$ cat src/design/tcp_receive_state_machine_top_assert.svh
// Assertion macros for the TCP receive state machine.
// Both sample on clk_i and are off while rst_ni is low.
`ifndef TCP_RECEIVE_STATE_MACHINE_TOP_ASSERT_SVH
`define TCP_RECEIVE_STATE_MACHINE_TOP_ASSERT_SVH

// Property must hold at every clock edge out of reset.
`define TRSM_ASSERT(label, prop) \
  label: assert property (@(posedge clk_i) disable iff (!rst_ni) prop) \
    else $error("tcp_rsm assertion failed");

// Condition must never be seen at a clock edge out of reset.
`define TRSM_NEVER(label, cond) \
  label: assert property (@(posedge clk_i) disable iff (!rst_ni) !(cond)) \
    else $error("tcp_rsm forbidden condition seen");

`endif

$ cat src/design/tcp_rsm_pkg.sv
`default_nettype none
package tcp_rsm_pkg;

  // Request kinds
  localparam logic ReqSegment = 1'b0;
  localparam logic ReqLoad    = 1'b1;

  // TCP flag bits
  localparam logic [7:0] FlagFin = 8'h01;
  localparam logic [7:0] FlagSyn = 8'h02;
  localparam logic [7:0] FlagRst = 8'h04;
  localparam logic [7:0] FlagPsh = 8'h08;
  localparam logic [7:0] FlagAck = 8'h10;
  localparam logic [7:0] FlagsPshAck = FlagPsh | FlagAck;
  localparam logic [7:0] FlagsSynAck = FlagSyn | FlagAck;
  localparam logic [7:0] FlagsAckFin = FlagAck | FlagFin;

  // Connection states
  localparam logic [3:0] StClosed    = 4'd0;
  localparam logic [3:0] StListen    = 4'd1;
  localparam logic [3:0] StSynSent   = 4'd2;
  localparam logic [3:0] StSynRecv   = 4'd3;
  localparam logic [3:0] StEstab     = 4'd4;
  localparam logic [3:0] StCloseWait = 4'd5;
  localparam logic [3:0] StLastAck   = 4'd6;
  localparam logic [3:0] StFinWait1  = 4'd7;
  localparam logic [3:0] StFinWait2  = 4'd8;
  localparam logic [3:0] StClosing   = 4'd9;
  localparam logic [3:0] StTimeWait  = 4'd10;

  // Wake mask bits
  localparam logic [3:0] WakeSend   = 4'b0001;
  localparam logic [3:0] WakeRecv   = 4'b0010;
  localparam logic [3:0] WakeConn   = 4'b0100;
  localparam logic [3:0] WakeAccept = 4'b1000;

  typedef struct packed {
    logic        req_type;
    logic [7:0]  seg_flags;
    logic [31:0] seg_seq;
    logic [31:0] seg_seq_end;
    logic [31:0] seg_ack;
    logic [15:0] payload_len;
    logic [3:0]  load_state;
    logic [31:0] load_snd_una;
    logic [31:0] load_snd_nxt;
    logic [31:0] load_rcv_nxt;
    logic [15:0] load_rcv_wnd;
  } item_t;

  typedef struct packed {
    logic [3:0]  state;
    logic [31:0] snd_una;
    logic [31:0] snd_nxt;
    logic [31:0] rcv_nxt;
    logic [15:0] rcv_wnd;
  } ctx_t;

  typedef struct packed {
    logic       send_reset;
    logic       send_ctrl;
    logic [7:0] ctrl_flags;
    logic       spawn_child;
    logic       accept_data;
    logic       dropped;
    logic       start_timewait;
    logic [3:0] wake_mask;
  } res_t;

endpackage
`default_nettype wire

$ cat src/design/tcp_receive_state_machine_top.sv
// TCP receive state machine for one connection.
// Input channel (in_valid_i / in_stall_o) carries either a received segment
// header (req_type_i = 0) or a load of the whole connection context
// (req_type_i = 1). Output channel (out_valid_o / out_stall_i) returns exactly
// one result item per input item: the decision flags plus the state, rcv_nxt,
// snd_una and receive window as they stand after that item.
// An item waits in the input register until the result register is free; it
// is then judged against the connection context and lands in the result
// register as the context updates. Throughput: one item per cycle while no
// result is stalled. The judgment is a 32-bit add feeding a 32-bit subtract
// for the window end, a second 32-bit subtract, a 16-bit subtract and a few
// compares between the input register and the context/result registers.
// Back-pressure: while out_stall_i holds a result, the input register keeps
// one further item and in_stall_o rises only when that register is full too.
// Results stay stable while stalled.
// Reset: clears both valid flags and the context to CLOSED with all sequence
// numbers and the window at zero.
`default_nettype none
module tcp_receive_state_machine_top (
  input  wire logic        clk_i,
  input  wire logic        rst_ni,
  input  wire logic        in_valid_i,
  output      logic        in_stall_o,
  input  wire logic        req_type_i,
  input  wire logic [7:0]  seg_flags_i,
  input  wire logic [31:0] seg_seq_i,
  input  wire logic [31:0] seg_seq_end_i,
  input  wire logic [31:0] seg_ack_i,
  input  wire logic [15:0] payload_len_i,
  input  wire logic [3:0]  load_state_i,
  input  wire logic [31:0] load_snd_una_i,
  input  wire logic [31:0] load_snd_nxt_i,
  input  wire logic [31:0] load_rcv_nxt_i,
  input  wire logic [15:0] load_rcv_wnd_i,
  output      logic        out_valid_o,
  input  wire logic        out_stall_i,
  output      logic        send_reset_o,
  output      logic        send_ctrl_o,
  output      logic [7:0]  ctrl_flags_o,
  output      logic        spawn_child_o,
  output      logic        accept_data_o,
  output      logic        dropped_o,
  output      logic        start_timewait_o,
  output      logic [3:0]  wake_mask_o,
  output      logic [3:0]  state_now_o,
  output      logic [31:0] rcv_nxt_now_o,
  output      logic [31:0] snd_una_now_o,
  output      logic [15:0] rcv_wnd_now_o
);
  import tcp_rsm_pkg::*;

  logic  in_valid_q;
  item_t item_q;
  item_t item_d;
  logic  out_valid_q;
  res_t  res_q;
  res_t  res_d;
  ctx_t  ctx_q;
  ctx_t  ctx_d;
  logic  advance;

  // Gather the input fields into one item
  assign item_d = '{
    req_type:     req_type_i,
    seg_flags:    seg_flags_i,
    seg_seq:      seg_seq_i,
    seg_seq_end:  seg_seq_end_i,
    seg_ack:      seg_ack_i,
    payload_len:  payload_len_i,
    load_state:   load_state_i,
    load_snd_una: load_snd_una_i,
    load_snd_nxt: load_snd_nxt_i,
    load_rcv_nxt: load_rcv_nxt_i,
    load_rcv_wnd: load_rcv_wnd_i
  };

  // Move the held item to the result register whenever that register frees up
  assign advance    = in_valid_q && (!out_valid_q || !out_stall_i);
  assign in_stall_o = in_valid_q && !advance;

  // Input register: hold while stalled, otherwise take the next item
  always_ff @(posedge clk_i or negedge rst_ni) begin
    if (!rst_ni) begin
      in_valid_q <= 1'b0;
    end else if (!in_stall_o) begin
      in_valid_q <= in_valid_i;
    end
  end

  always_ff @(posedge clk_i) begin
    if (in_valid_i && !in_stall_o) begin
      item_q <= item_d;
    end
  end

  tcp_rsm_decide u_decide (
    .item_i (item_q),
    .ctx_i  (ctx_q),
    .ctx_o  (ctx_d),
    .res_o  (res_d)
  );

  // Connection context: advance once per judged item
  always_ff @(posedge clk_i or negedge rst_ni) begin
    if (!rst_ni) begin
      ctx_q <= '0;
    end else if (advance) begin
      ctx_q <= ctx_d;
    end
  end

  // Result register: fill on advance, drain when taken
  always_ff @(posedge clk_i or negedge rst_ni) begin
    if (!rst_ni) begin
      out_valid_q <= 1'b0;
    end else if (advance) begin
      out_valid_q <= 1'b1;
    end else if (!out_stall_i) begin
      out_valid_q <= 1'b0;
    end
  end

  always_ff @(posedge clk_i) begin
    if (advance) begin
      res_q <= res_d;
    end
  end

  // The *_now fields mirror the context, which only moves together with res_q
  assign out_valid_o      = out_valid_q;
  assign send_reset_o     = res_q.send_reset;
  assign send_ctrl_o      = res_q.send_ctrl;
  assign ctrl_flags_o     = res_q.ctrl_flags;
  assign spawn_child_o    = res_q.spawn_child;
  assign accept_data_o    = res_q.accept_data;
  assign dropped_o        = res_q.dropped;
  assign start_timewait_o = res_q.start_timewait;
  assign wake_mask_o      = res_q.wake_mask;
  assign state_now_o      = ctx_q.state;
  assign rcv_nxt_now_o    = ctx_q.rcv_nxt;
  assign snd_una_now_o    = ctx_q.snd_una;
  assign rcv_wnd_now_o    = ctx_q.rcv_wnd;

`include "tcp_receive_state_machine_top_assert.svh"

  // A dropped segment triggers no reply and wakes no one
  `TRSM_ASSERT(a_drop_quiet, (out_valid_o && dropped_o) |-> (!send_reset_o && !send_ctrl_o && wake_mask_o == 4'd0))
  // Control flags are present exactly when a control packet is sent
  `TRSM_ASSERT(a_ctrl_flags, out_valid_o |-> (send_ctrl_o == (ctrl_flags_o != 8'd0)))
  // Context moves only when an item is judged
  `TRSM_ASSERT(a_ctx_hold, !advance |=> $stable(ctx_q))
  // Input stalls only when both registers are full and the output is stalled
  `TRSM_NEVER(a_stall_cause, in_stall_o && !(out_valid_q && out_stall_i))

endmodule
`default_nettype wire

$ cat src/design/tcp_rsm_decide.sv
`default_nettype none
module tcp_rsm_decide (
  input  tcp_rsm_pkg::item_t item_i,
  input  tcp_rsm_pkg::ctx_t  ctx_i,
  output tcp_rsm_pkg::ctx_t  ctx_o,
  output tcp_rsm_pkg::res_t  res_o
);
  import tcp_rsm_pkg::*;

  logic [15:0] wnd_eff;
  logic [31:0] rcv_end;
  logic [31:0] diff_lo;
  logic [31:0] diff_hi;
  logic        win_ok;
  logic        ack_match;
  logic [15:0] wnd_after;
  logic [7:0]  fl;

  assign fl        = item_i.seg_flags;
  assign wnd_eff   = (ctx_i.rcv_wnd == 16'd0) ? 16'd1 : ctx_i.rcv_wnd;
  assign rcv_end   = ctx_i.rcv_nxt + {16'd0, wnd_eff};
  // Wrap-safe compares: sign of the 32-bit difference
  assign diff_lo   = item_i.seg_seq - rcv_end;
  assign diff_hi   = item_i.seg_seq_end - ctx_i.rcv_nxt;
  assign win_ok    = diff_lo[31] && !diff_hi[31];
  assign ack_match = (item_i.seg_ack == ctx_i.snd_nxt);
  assign wnd_after = (item_i.payload_len >= ctx_i.rcv_wnd) ? 16'd0
                   : ctx_i.rcv_wnd - item_i.payload_len;

  always_comb begin
    ctx_o = ctx_i;
    res_o = '0;
    if (item_i.req_type == ReqLoad) begin
      ctx_o.state   = (item_i.load_state > StTimeWait) ? StClosed : item_i.load_state;
      ctx_o.snd_una = item_i.load_snd_una;
      ctx_o.snd_nxt = item_i.load_snd_nxt;
      ctx_o.rcv_nxt = item_i.load_rcv_nxt;
      ctx_o.rcv_wnd = item_i.load_rcv_wnd;
    end else begin
      unique case (ctx_i.state)
        StClosed: begin
          res_o.send_reset = 1'b1;
        end
        StListen: begin
          if ((fl & FlagSyn) != 8'd0) begin
            res_o.spawn_child = 1'b1;
            res_o.send_ctrl   = 1'b1;
            res_o.ctrl_flags  = FlagsSynAck;
          end else begin
            res_o.send_reset = 1'b1;
          end
        end
        StSynSent: begin
          if ((fl & FlagsSynAck) == FlagsSynAck) begin
            ctx_o.rcv_nxt    = item_i.seg_seq_end;
            ctx_o.snd_una    = item_i.seg_ack;
            ctx_o.state      = StEstab;
            res_o.send_ctrl  = 1'b1;
            res_o.ctrl_flags = FlagAck;
            res_o.wake_mask  = WakeConn;
          end else begin
            res_o.send_reset = 1'b1;
          end
        end
        default: begin
          if (!win_ok) begin
            res_o.dropped = 1'b1;
          end else if ((fl & FlagRst) != 8'd0) begin
            ctx_o.state = StClosed;
          end else if ((fl & FlagSyn) != 8'd0) begin
            res_o.send_reset = 1'b1;
            ctx_o.state      = StClosed;
          end else if ((fl & FlagAck) == 8'd0) begin
            res_o.send_reset = 1'b1;
          end else if (fl == FlagsPshAck) begin
            res_o.accept_data = 1'b1;
            ctx_o.rcv_wnd     = wnd_after;
            res_o.wake_mask   = WakeRecv;
            res_o.send_ctrl   = 1'b1;
            res_o.ctrl_flags  = FlagAck;
          end else begin
            ctx_o.snd_una = item_i.seg_ack;
            ctx_o.rcv_nxt = item_i.seg_seq_end;
            if (ctx_i.state == StSynRecv && ack_match) begin
              ctx_o.state     = StEstab;
              res_o.wake_mask = WakeAccept;
            end else if (ctx_i.state == StFinWait1 && ack_match) begin
              ctx_o.state = StFinWait2;
            end else if (ctx_i.state == StFinWait2 && (fl & FlagsAckFin) == FlagsAckFin) begin
              ctx_o.state          = StTimeWait;
              res_o.start_timewait = 1'b1;
              res_o.send_ctrl      = 1'b1;
              res_o.ctrl_flags     = FlagAck;
            end else begin
              if (ctx_i.state == StEstab && (fl & FlagFin) != 8'd0) begin
                ctx_o.state      = StCloseWait;
                res_o.wake_mask  = res_o.wake_mask | WakeRecv;
                res_o.send_ctrl  = 1'b1;
                res_o.ctrl_flags = FlagAck;
              end
              if (ctx_i.state == StLastAck && ack_match) begin
                ctx_o.state = StClosed;
              end
              if (ctx_i.state == StEstab && fl == FlagAck) begin
                res_o.wake_mask = res_o.wake_mask | WakeSend;
              end
            end
          end
        end
      endcase
    end
  end

endmodule
`default_nettype wire
$ cat config.mk
export PLATFORM = sky130hd
export DESIGN_NAME = tcp_receive_state_machine_top
export DESIGN_NICKNAME = d
export VERILOG_FILES = /design/src/design/tcp_rsm_pkg.sv /design/src/design/tcp_receive_state_machine_top.sv /design/src/design/tcp_rsm_decide.sv
export VERILOG_INCLUDE_DIRS = /design/src /design/src/design
export SDC_FILE = /design/constraint.sdc
export NUM_CORES = 1
export LEC_CHECK = 0
export BUFFER_PORTS_ARGS = -buffer_cell sky130_fd_sc_hd__buf_2
export CORE_UTILIZATION = 25
export CTS_CLUSTER_SIZE = 25
export DETAILED_ROUTE_END_ITERATION = 12
export GPL_TIMING_DRIVEN = 0
export PLACE_DENSITY = 0.43
export SYNTH_ARGS = -nofsm -noshare
export SYNTH_HDL_FRONTEND = slang
export SYNTH_HIERARCHICAL = 1
export SYNTH_SLANG_ARGS = --single-unit
$ cat constraint.sdc
create_clock -name clk_i -period 7.9 [get_ports clk_i]
set_input_delay 1.58 -clock clk_i [delete_from_list [all_inputs] [get_ports clk_i]]
set_output_delay 1.58 -clock clk_i [all_outputs]
set_load 0.05 [all_outputs]
==> impl_metrics.ini, run 1 <==
[drt]
wl_met1_mm = 31.3
via_count = 14800
drtIter0Drc = 1003
routed_wl_mm = 68.9
wire_per_inst_um = 21.7
top_layer = met5
drc_errors = 0
vias_per_cell = 4.66
ant_nets = 0
first_pass_iters = 6
dr_wl_met2_mm = 32.2
met3WireLength_mm = 3.42

[global_routing]
track_usage_pct = 16.3
antenna_found_initial = 11
grt_pass1_vias = 15400
grt_max_degree = 66
grt_remaining_overflow = 0
grt_pass1_wl_mm = 99.7

[setup_path]
reg2regPathDepth = 16
crit_type = reg2reg
r2r-end = rcv_wnd_now_o[9]
crit_fanout = 10
crit_start = rcv_wnd_now_o[8]
critPathRequiredTime_ns = 8.37
cp-endpoint = rcv_wnd_now_o[9]
reg2reg_from = rcv_wnd_now_o[8]
worst_setup_path_start_kind = register
rrSetupSlack_ns = 2.37
setup.worst_path.end_class = register
worstPathArrival_ns = 6.00

[synth]
synthArstFlopShare_pct = 31.6
ys_top_cells_by_area = edfxtp_1 (38%), dfrtp_1 (15%), mux2_2 (6.6%)
syn-cell-area_sq_um = 20300
yosysSeqAreaShare_pct = 52.2
yosysTopAreaCellShare_pct = 37.7
ys.flop_type = edfxtp_1
synth_cell_types = 82
synth.avg_cell_area_sq_um = 12.1
synth-warning-count = 6
synth_seq_cells = 373
synth_edf_count = 255
synthCells = 1674
post-synth-top-area-cell = edfxtp_1

[sta]
fin_crit_ns = 5.53
finalSetupViolations = 0
worstMarginPinSlew_ns = 1.19
relSlewSlack_pct = 20.7
final_hold_viol_count = 0
post-route-period-util_pct = 69.9
grt_setup_unrepaired = no
fmax_mhz = 181
tns_ns = 0
finalMaxSlewViolations = 0
fin_skew_ns = 0.0103

[cts]
htreeDepth = 2
clk_pin_slew_ns = 0.06
holdBufCountCts = 0
cts_resized = 0
cts_max_path_buffers = 3
cts_buffers = 47
root_buffer = clkbuf_16
cts_tree = done
worstSkewPairLatency_ns = 0.59
cts.sinks = 373
post-cts-setup-buffers = 0

[place]
dp_hpwl_mm = 50.5
placed_area_sq_um = 23500
port_buffers = 344
gp_congestion = 0.824

[floorplanning]
die_height_um = 287
core_area_sq_um = 80500
row_count = 104
dieArea_sq_um = 82500
die_x_um = 287
ioPinCount = 345
initial_core_util_pct = 25.2

[pwr]
power_density_nw_per_um2 = 374
comb_power_share_pct = 44.2
p_total_w = 0.00945
p_switching_w = 0.00388
power_frac_seq_pct = 30.4
ir_drop_v = 0.000236
internal-power_w = 0.00557
clock_power_share_pct = 25.4
switching_share_pct = 41.0
power.leakage_nw = 10.5

[run]
maxCapViolCount = 0

[layout]
drive_gt1_share_pct = 33.9
nets = 2426
syn2layout_area_growth_pct = 24.3
postLayoutCoreUtil_pct = 31.4
fin_area_sq_um = 25300

[min_path]
hp-class = reg2reg

[run_status]
outcome = finished, final reports clean
worst min path at each step:
stage	from	to	slack [ns]	cells after the start
3_3_place_gp	in_valid_q	out_valid_o	0.45	1
2_1_floorplan	in_valid_q	out_valid_o	0.44	1
3_5_place_dp	in_valid_q	out_valid_o	0.47	1
5_1_grt	in_valid_q	out_valid_o	0.51	1
6_report	in_valid_q	out_valid_o	0.50	1
4_1_cts	in_valid_q	out_valid_o	0.49	1
area by class of cell:
cell class,count,area [sq um]
plain buffers,179,1150
well taps,1060,1330
diodes,2,5.00
repair buffers,349,1870
fillers,8218,55300
inverters,134,503
clock buffers,56,1270
flip-flops and latches,373,10600
clock inverters,32,447
multi-input cells,993,8090
per-layer routing:
layer  up-vias  GRT usage, %
met5         -             0
met4         6          5.32
met3       108          2.73
met2       482          26.7
met1      7303          21.9
li1       6911             -
placed cells by master (no fill, tap or decap), drive strengths merged, types with 5 or more instances in the layout:
master   count
mux2i       69
clkbuf     113
nor2b        5
nor4        14
and4         5
nor2        86
xnor2       42
edfxtp     255
ha          93
nand4       20
nand2b       7
mux2       148
o21ai       20
and3         7
a21o         9
fa          15
conb         6
and2        13
clkinv      18
nor3        14
nand3       13
a221oi      68
bufinv      11
a211oi       6
a31oi        6
buf        471
a221o        8
o2bb2ai      5
a21oi      235
inv        135
nand2       31
dfrtp      118
power groups by stage:
stage                     combinational (W)  clock [W]  sequential, W
after floorplan                     0.00309          0        0.00280
after global placement              0.00412          0        0.00293
after detailed placement            0.00419          0        0.00291
after CTS                           0.00422    0.00249        0.00288
after global routing                0.00456    0.00256        0.00293
final                               0.00418    0.00240        0.00287
synthesized netlist by cell type, types with 3 or more instances:
cell type    n
nand2b_1     7
fa_1        15
a21o_1       9
a221oi_1    66
inv_1      134
and3_1       6
nor3_1      13
and4_1       4
nor2_1      86
mux2_2     119
a211oi_1     4
o2bb2ai_1    5
a21oi_1    232
a221o_1      6
nand4_1     19
a31oi_1      6
nor4_1      11
or4_1        4
o21ai_0     17
ha_1        93
mux2i_1     69
nand2_1     30
xnor2_1     40
and2_1      12
edfxtp_1   255
buf_1       10
clkbuf_1    57
mux2_4      29
nand3_1     13
buf_8        3
buf_4      100
a21oi_2      3
dfrtp_1    118
nor2b_1      5
buf_6        9
xor2_1       4
stage by stage:
step / setup slack [ns] / hold WS, ns / instances
final: 2.37 / 0.496 / 3178
after global routing: 2.08 / 0.514 / 3177
after CTS: 2.34 / 0.492 / 3176
after detailed placement: 2.38 / 0.469 / 3088
after global placement: -3.20 / 0.452 / 3083
after floorplan: 0.153 / 0.442 / 1679
state kept, by name, summed over array words and instances, names as in the netlist:
register          count
accept_data_o         1
snd_una_now_o        32
state_now_o           4
rcv_nxt_now_o        32
start_timewait_o      1
send_ctrl_o           1
out_valid_o           1
dropped_o             1
item_q              237
wake_mask_o           4
send_reset_o          1
in_valid_q            1
rcv_wnd_now_o        16
ctrl_flags_o          8
ctx_q                32
spawn_child_o         1
critical path, stage by stage, from the launching register on:
cell	delay, ns
dfrtp_1	0.48
nor4_1	0.53
a41oi_1	0.25
ha_1	0.33
a21o_1	0.18
ha_1	0.27
nand3_1	0.08
a21oi_1	0.09
o41ai_1	0.44
a21oi_1	0.29
and4_4	0.29
a2111oi_4	1.03
nor3_4	0.19
and2_4	0.24
buf_6	0.15
a221o_1	0.31
mux2_2	0.26
cells by family after synthesis:
| logic type | after synthesis | share of synthesized area, % |
|---|---|---|
| DFF | 373 | 52.2 |
| other | 1 | 0.0184 |
| buffers and inverters | 313 | 8.12 |
| xor gates and xnor gates | 46 | 2.11 |
| and+or+nand+nor | 228 | 5.89 |
| muxes | 217 | 12.1 |
| AOI/OAI and AO/OA | 388 | 12.3 |
| adders and majority gates | 108 | 7.20 |
Note: power is estimated with default switching activity, not from simulation.
==> run 2: changes to the inputs <==
--- a/config.mk
+++ b/config.mk
@@ -11,7 +11,7 @@
 export CTS_CLUSTER_SIZE = 25
 export DETAILED_ROUTE_END_ITERATION = 12
 export GPL_TIMING_DRIVEN = 0
-export PLACE_DENSITY = 0.43
+export PLACE_DENSITY = 0.44
 export SYNTH_ARGS = -nofsm -noshare
 export SYNTH_HDL_FRONTEND = slang
 export SYNTH_HIERARCHICAL = 1
==> constraint.sdc (replaced) <==
create_clock -name clk_i -period 4.7 [get_ports clk_i]
set_input_delay 0.94 -clock clk_i [delete_from_list [all_inputs] [get_ports clk_i]]
set_output_delay 0.94 -clock clk_i [all_outputs]
set_load 0.05 [all_outputs]
==> impl_metrics.ini, run 2 (synthesis gave the netlist of run 1 again) <==
[setup_path]
setup.worst_path.end_class = register
crit_fanout = 10
worst_setup_path_start_kind = register
critPathTopFamily = compound AO/OA/AOI/OAI gates
slowest_stage = dfrtp_2
cpMostUsedCell = a21oi_2
crit_type = reg2reg
crit_buf_inv = 1
slowest_delay_ns = 0.48
worstPathArrival_ns = 4.97
path_cells = nor4_4, a41oi_1, ha_1, a21o_1, ha_1, nand3_1, a21oi_2, o41ai_2, a21oi_2, and4_4, a2111oi_4, buf_12, nor4b_4, a21oi_2, a221o_1, mux2_2
critPathRequiredTime_ns = 5.16

[drt]
drtIter0Drc = 881
routed_wl_mm = 68.5
drc_errors = 0
ant_nets = 0
wire_per_inst_um = 21.5
vias_per_cell = 4.64
via_count = 14800
first_pass_iters = 5

[place]
dp.cells = 3088
port_buffers = 344
gp_congestion = 0.846
dp_hpwl_mm = 50.3

[floorplanning]
core_area_sq_um = 80500
row_count = 104
dieArea_sq_um = 82500
die_height_um = 287
die_x_um = 287
initial_core_util_pct = 25.2
ioPinCount = 345

[cts]
worstSkewPairLatency_ns = 0.60
cts_max_path_buffers = 3
cts_buffers = 48
htreeDepth = 2
clk_pin_slew_ns = 0.06
cts_tree = done
root_buffer = clkbuf_16
cts.sinks = 373

[layout]
largest_reg_flops = 237
nets = 2433
regMostFlops = item_q
layout_commonest_cell = buf_2
drive_gt1_share_pct = 34.2
syn2layout_area_growth_pct = 24.3
postLayoutCoreUtil_pct = 31.4
mostFrequentLayoutCells = buf_2 (343), edfxtp_1 (255), a21oi_1 (230), inv_1 (134), mux2_2 (119)
final_cells = 3186

[global_routing]
track_usage_pct = 16.3
grt_max_degree = 67
grt_pass1_vias = 15300
grt_pass1_wl_mm = 99.9
antenna_found_initial = 9
grt_remaining_overflow = 0

[sta]
relSlewSlack_pct = 24.9
tns_ns = 0
final_hold_viol_count = 0
post-route-period-util_pct = 95.9
worstMarginPinSlew_ns = 1.13
fmax_mhz = 222
fin_crit_ns = 4.51
finalMaxSlewViolations = 0
fin_skew_ns = 0.0250
finalSetupViolations = 0
grt_setup_unrepaired = no

[min_path]
hp-class = in2async

[run_status]
outcome = finished, final reports clean

[pwr]
power_density_nw_per_um2 = 624
power.leakage_nw = 10.4
ir_drop_v = 0.000304

[run]
maxCapViolCount = 0
## run 2: cell count changes in the layout (fill, tap and decap cells not counted), moves of 3 or more
| cell | change |
|---|---|
| clkinv_1 | -3 |
| buf_4 | +5 |
| buf_12 | +3 |
| clkbuf_1 | +9 |
| clkinvlp_4 | +3 |
| clkinv_2 | -4 |
| bufinv_16 | -5 |
## run 2: path summary, 6_finish.rpt
kind | start | to | slack [ns] | cells past startpoint
worst max-delay path | rcv_wnd_now_o[8] | rcv_wnd_now_o[4] | 0.19 | 16
max in group asynchronous | rst_ni | rcv_wnd_now_o[9] | 3.52 | 2
worst min register to register | in_valid_q | out_valid_o | 0.48 | 1
worst max register to register | rcv_wnd_now_o[8] | rcv_wnd_now_o[4] | 0.19 | 16
worst min-delay path | rst_ni | snd_una_now_o[26] | 0.35 | 1
min in group clk_i | in_valid_q | out_valid_o | 0.48 | 1
## run 2: layer usage
layer	share of wire (%)	routed length [um]	vias up	GRT usage, %
met3	4.6	3170	76	2.43
met2	48	32900	448	27.0
met1	45	31100	7333	22.0
li1	-	-	6932	-
met4	2.0	1370	2	4.52
met5	0.015	10	-	0
## run 2: repair_timing
action / in CTS / in global routing
hold buffers: 0 / 0
setup buffers: 2 / 4
resized for setup: 8 / 5
cloned: 0 / 0
pin swaps: 2 / 2
endpoints found under the setup margin: 93 / 59
## run 2: layout make-up
class | instances | area, sq um
diodes | 3 | 7.51
plain buffers | 179 | 1160
inverters | 134 | 503
clock buffers | 64 | 1280
clock inverters | 25 | 320
fillers | 8172 | 55300
flip-flops and latches | 373 | 10600
repair buffers | 355 | 1920
multi-input cells | 993 | 8150
well taps | 1060 | 1330
## run 2: where the power goes
group          switching [W]  internal, W
Clock                0.00151      0.00225
Sequential          0.000730      0.00412
Combinational        0.00434      0.00282
## run 2: metrics by stage
| step | power [W] | setup WS [ns] | hold WS, ns | instance area [sq um] |
|---|---|---|---|---|
| finish | 0.0158 | 0.195 | 0.348 | 25300 |
| global route | 0.0168 | 0.0229 | 0.394 | 25300 |
| CTS | 0.0160 | 0.0131 | 0.360 | 25200 |
| detailed placement | 0.0119 | -0.783 | 0.471 | 23500 |
| global placement | 0.0118 | -1.58 | 0.454 | 23400 |
| floorplan | 0.00988 | 0.278 | 0.442 | 20400 |
==> run 3: changes to the inputs <==
--- a/config.mk
+++ b/config.mk
@@ -6,7 +6,7 @@
 export SDC_FILE = /design/constraint.sdc
 export NUM_CORES = 1
 export LEC_CHECK = 0
-export BUFFER_PORTS_ARGS = -buffer_cell sky130_fd_sc_hd__buf_2
+export BUFFER_PORTS_ARGS = -buffer_cell sky130_fd_sc_hd__clkbuf_2
 export CORE_UTILIZATION = 25
 export CTS_CLUSTER_SIZE = 25
 export DETAILED_ROUTE_END_ITERATION = 12
==> impl_metrics.ini, run 3 (synthesis gave the netlist of run 1 again) <==
[setup_path]
worstPathArrival_ns = 4.94
critPathRequiredTime_ns = 5.16
reg2reg_from = rcv_wnd_now_o[15]
rrSetupSlack_ns = 0.22
reg2regPathDepth = 18
setup.worst_path.end_class = register
crit_fanout = 10
crit_type = reg2reg
worst_setup_path_start_kind = register
r2r-end = snd_una_now_o[9]

[cts]
cts_tree = done
worstSkewPairLatency_ns = 0.60
cts.sinks = 373
htreeDepth = 2
cts_buffers = 46
clk_pin_slew_ns = 0.06
root_buffer = clkbuf_16
cts_max_path_buffers = 3

[global_routing]
grt_pass1_wl_mm = 99.5
grt_remaining_overflow = 0
grt_pass1_vias = 15200
track_usage_pct = 16.3
grt_max_degree = 85
antenna_found_initial = 6

[layout]
regMostFlops = item_q
final-seq-area_sq_um = 10600
drive_gt1_share_pct = 35.2
syn2layout_area_growth_pct = 25.0
nets = 2433
fill_cells = 8184
mostFrequentLayoutCells = clkbuf_2 (343), edfxtp_1 (255), a21oi_1 (230), inv_1 (134), mux2_2 (119)
multi_input_area_sq_um = 8200
largest_reg_flops = 237
layout_commonest_cell = clkbuf_2

[sta]
fin_skew_ns = 0.0267
tns_ns = 0
finalSetupViolations = 0
fin_ws_ns = 0.225
fin_crit_ns = 4.48
fmax_mhz = 223
final_hold_viol_count = 0
finalMaxSlewViolations = 0
worstMarginPinSlew_ns = 1.09
relSlewSlack_pct = 27.1
grt_setup_unrepaired = yes
post-route-period-util_pct = 95.2

[drt]
dr_wl_met2_mm = 32.1
first_pass_iters = 8
met3WireLength_mm = 3.17
vias_per_cell = 4.66
drc_errors = 0
routed_wl_mm = 68.5
drtIter0Drc = 962
ant_nets = 0
wl_met1_mm = 31.3
via_count = 14900
wire_per_inst_um = 21.5
top_layer = met5

[place]
gp_congestion = 0.846
dp_hpwl_mm = 50.2
post-place-ws_ns = -0.902
port_buffers = 344

[run]
maxCapViolCount = 0

[floorplanning]
dieArea_sq_um = 82500
die_height_um = 287
ioPinCount = 345
initial_core_util_pct = 25.2
die_x_um = 287
core_area_sq_um = 80500
row_count = 104

[pwr]
ir_drop_v = 0.000422
power.leakage_nw = 10.6
power_density_nw_per_um2 = 627

[min_path]
hp-class = in2async

[run_status]
outcome = finished, final reports clean
run 3: cell types whose count changed in the layout (fill, tap and decap cells not counted), moves of 4 or more:
cell,change
dfrtp_2,+7
clkbuf_1,-9
dfrtp_1,-7
inv_6,+4
buf_8,+4
clkbuf_2,+343
buf_6,-4
buf_2,-343
run 3: repair_timing:
action,4_1_cts,5_1_grt
hold buffers,0,0
endpoints found under the hold margin,0,0
pin swaps,3,6
setup buffers,1,8
endpoints found under the setup margin,93,54
resized for setup,10,25
run 3: worst max-delay path: stages (launching register included):
cell and delay (ns):
dfrtp_1 0.54, nor3_4 0.25, a41oi_2 0.17, ha_1 0.31
a21o_1 0.19, ha_1 0.27, nand3_1 0.11, a21oi_2 0.20
o41ai_2 0.10, a21oi_2 0.31, and4_4 0.30, a2111oi_4 0.05
buf_12 0.18, nor4_4 0.37, buf_12 0.20, buf_6 0.21
mux2i_1 0.21, a21oi_1 0.10, mux2_4 0.26
run 3: power breakdown:
part	leakage (nW)	switching (W)	internal (W)	total (W)
clock network	0.800	0.00154	0.00235	0.00389
logic	5.87	0.00436	0.00282	0.00718
registers	3.88	0.000733	0.00413	0.00486
run 3: final cells by class:
cell class | count | share of cell area, %
Antenna cell | 4 | 0.0394
Buffer | 178 | 4.58
Inverter | 134 | 1.98
Tap cell | 1060 | 5.22
Timing Repair Buffer | 358 | 7.68
Clock buffer | 58 | 5.11
Clock inverter | 28 | 1.34
Sequential cell | 373 | 41.8
Multi-Input combinational cell | 993 | 32.3
run 3: worst max path at each step:
stage,start,to,slack [ns]
final,rcv_wnd_now_o[15],snd_una_now_o[9],0.22
after global routing,rcv_wnd_now_o[10],rcv_nxt_now_o[0],-0.05
after CTS,rcv_wnd_now_o[9],rcv_wnd_now_o[2],0.01
after detailed placement,rcv_wnd_now_o[8],rcv_wnd_now_o[4],-0.90
after global placement,out_stall_i,item_q[126],-1.51
after floorplan,out_stall_i,item_q[0],0.28
run 3: stage by stage:
step	utilization [%]	hold slack (ns)	cell area [sq um]	total power, W	cells
after CTS	31.4	0.244	25300	0.0161	3175
final	31.6	0.273	25400	0.0159	3186
after floorplan	-	0.442	20400	0.00988	1679
after global placement	29.0	0.454	23400	0.0118	3083
after global routing	31.6	0.270	25400	0.0169	3185
after detailed placement	29.2	0.476	23500	0.0120	3088
run 3: routing by layer:
layer / vias to the layer above / global-route usage [%]
li1: 6934 / -
met1: 7358 / 21.9
met2: 463 / 26.5
met3: 93 / 2.47
met4: 2 / 5.59
met5: - / 0
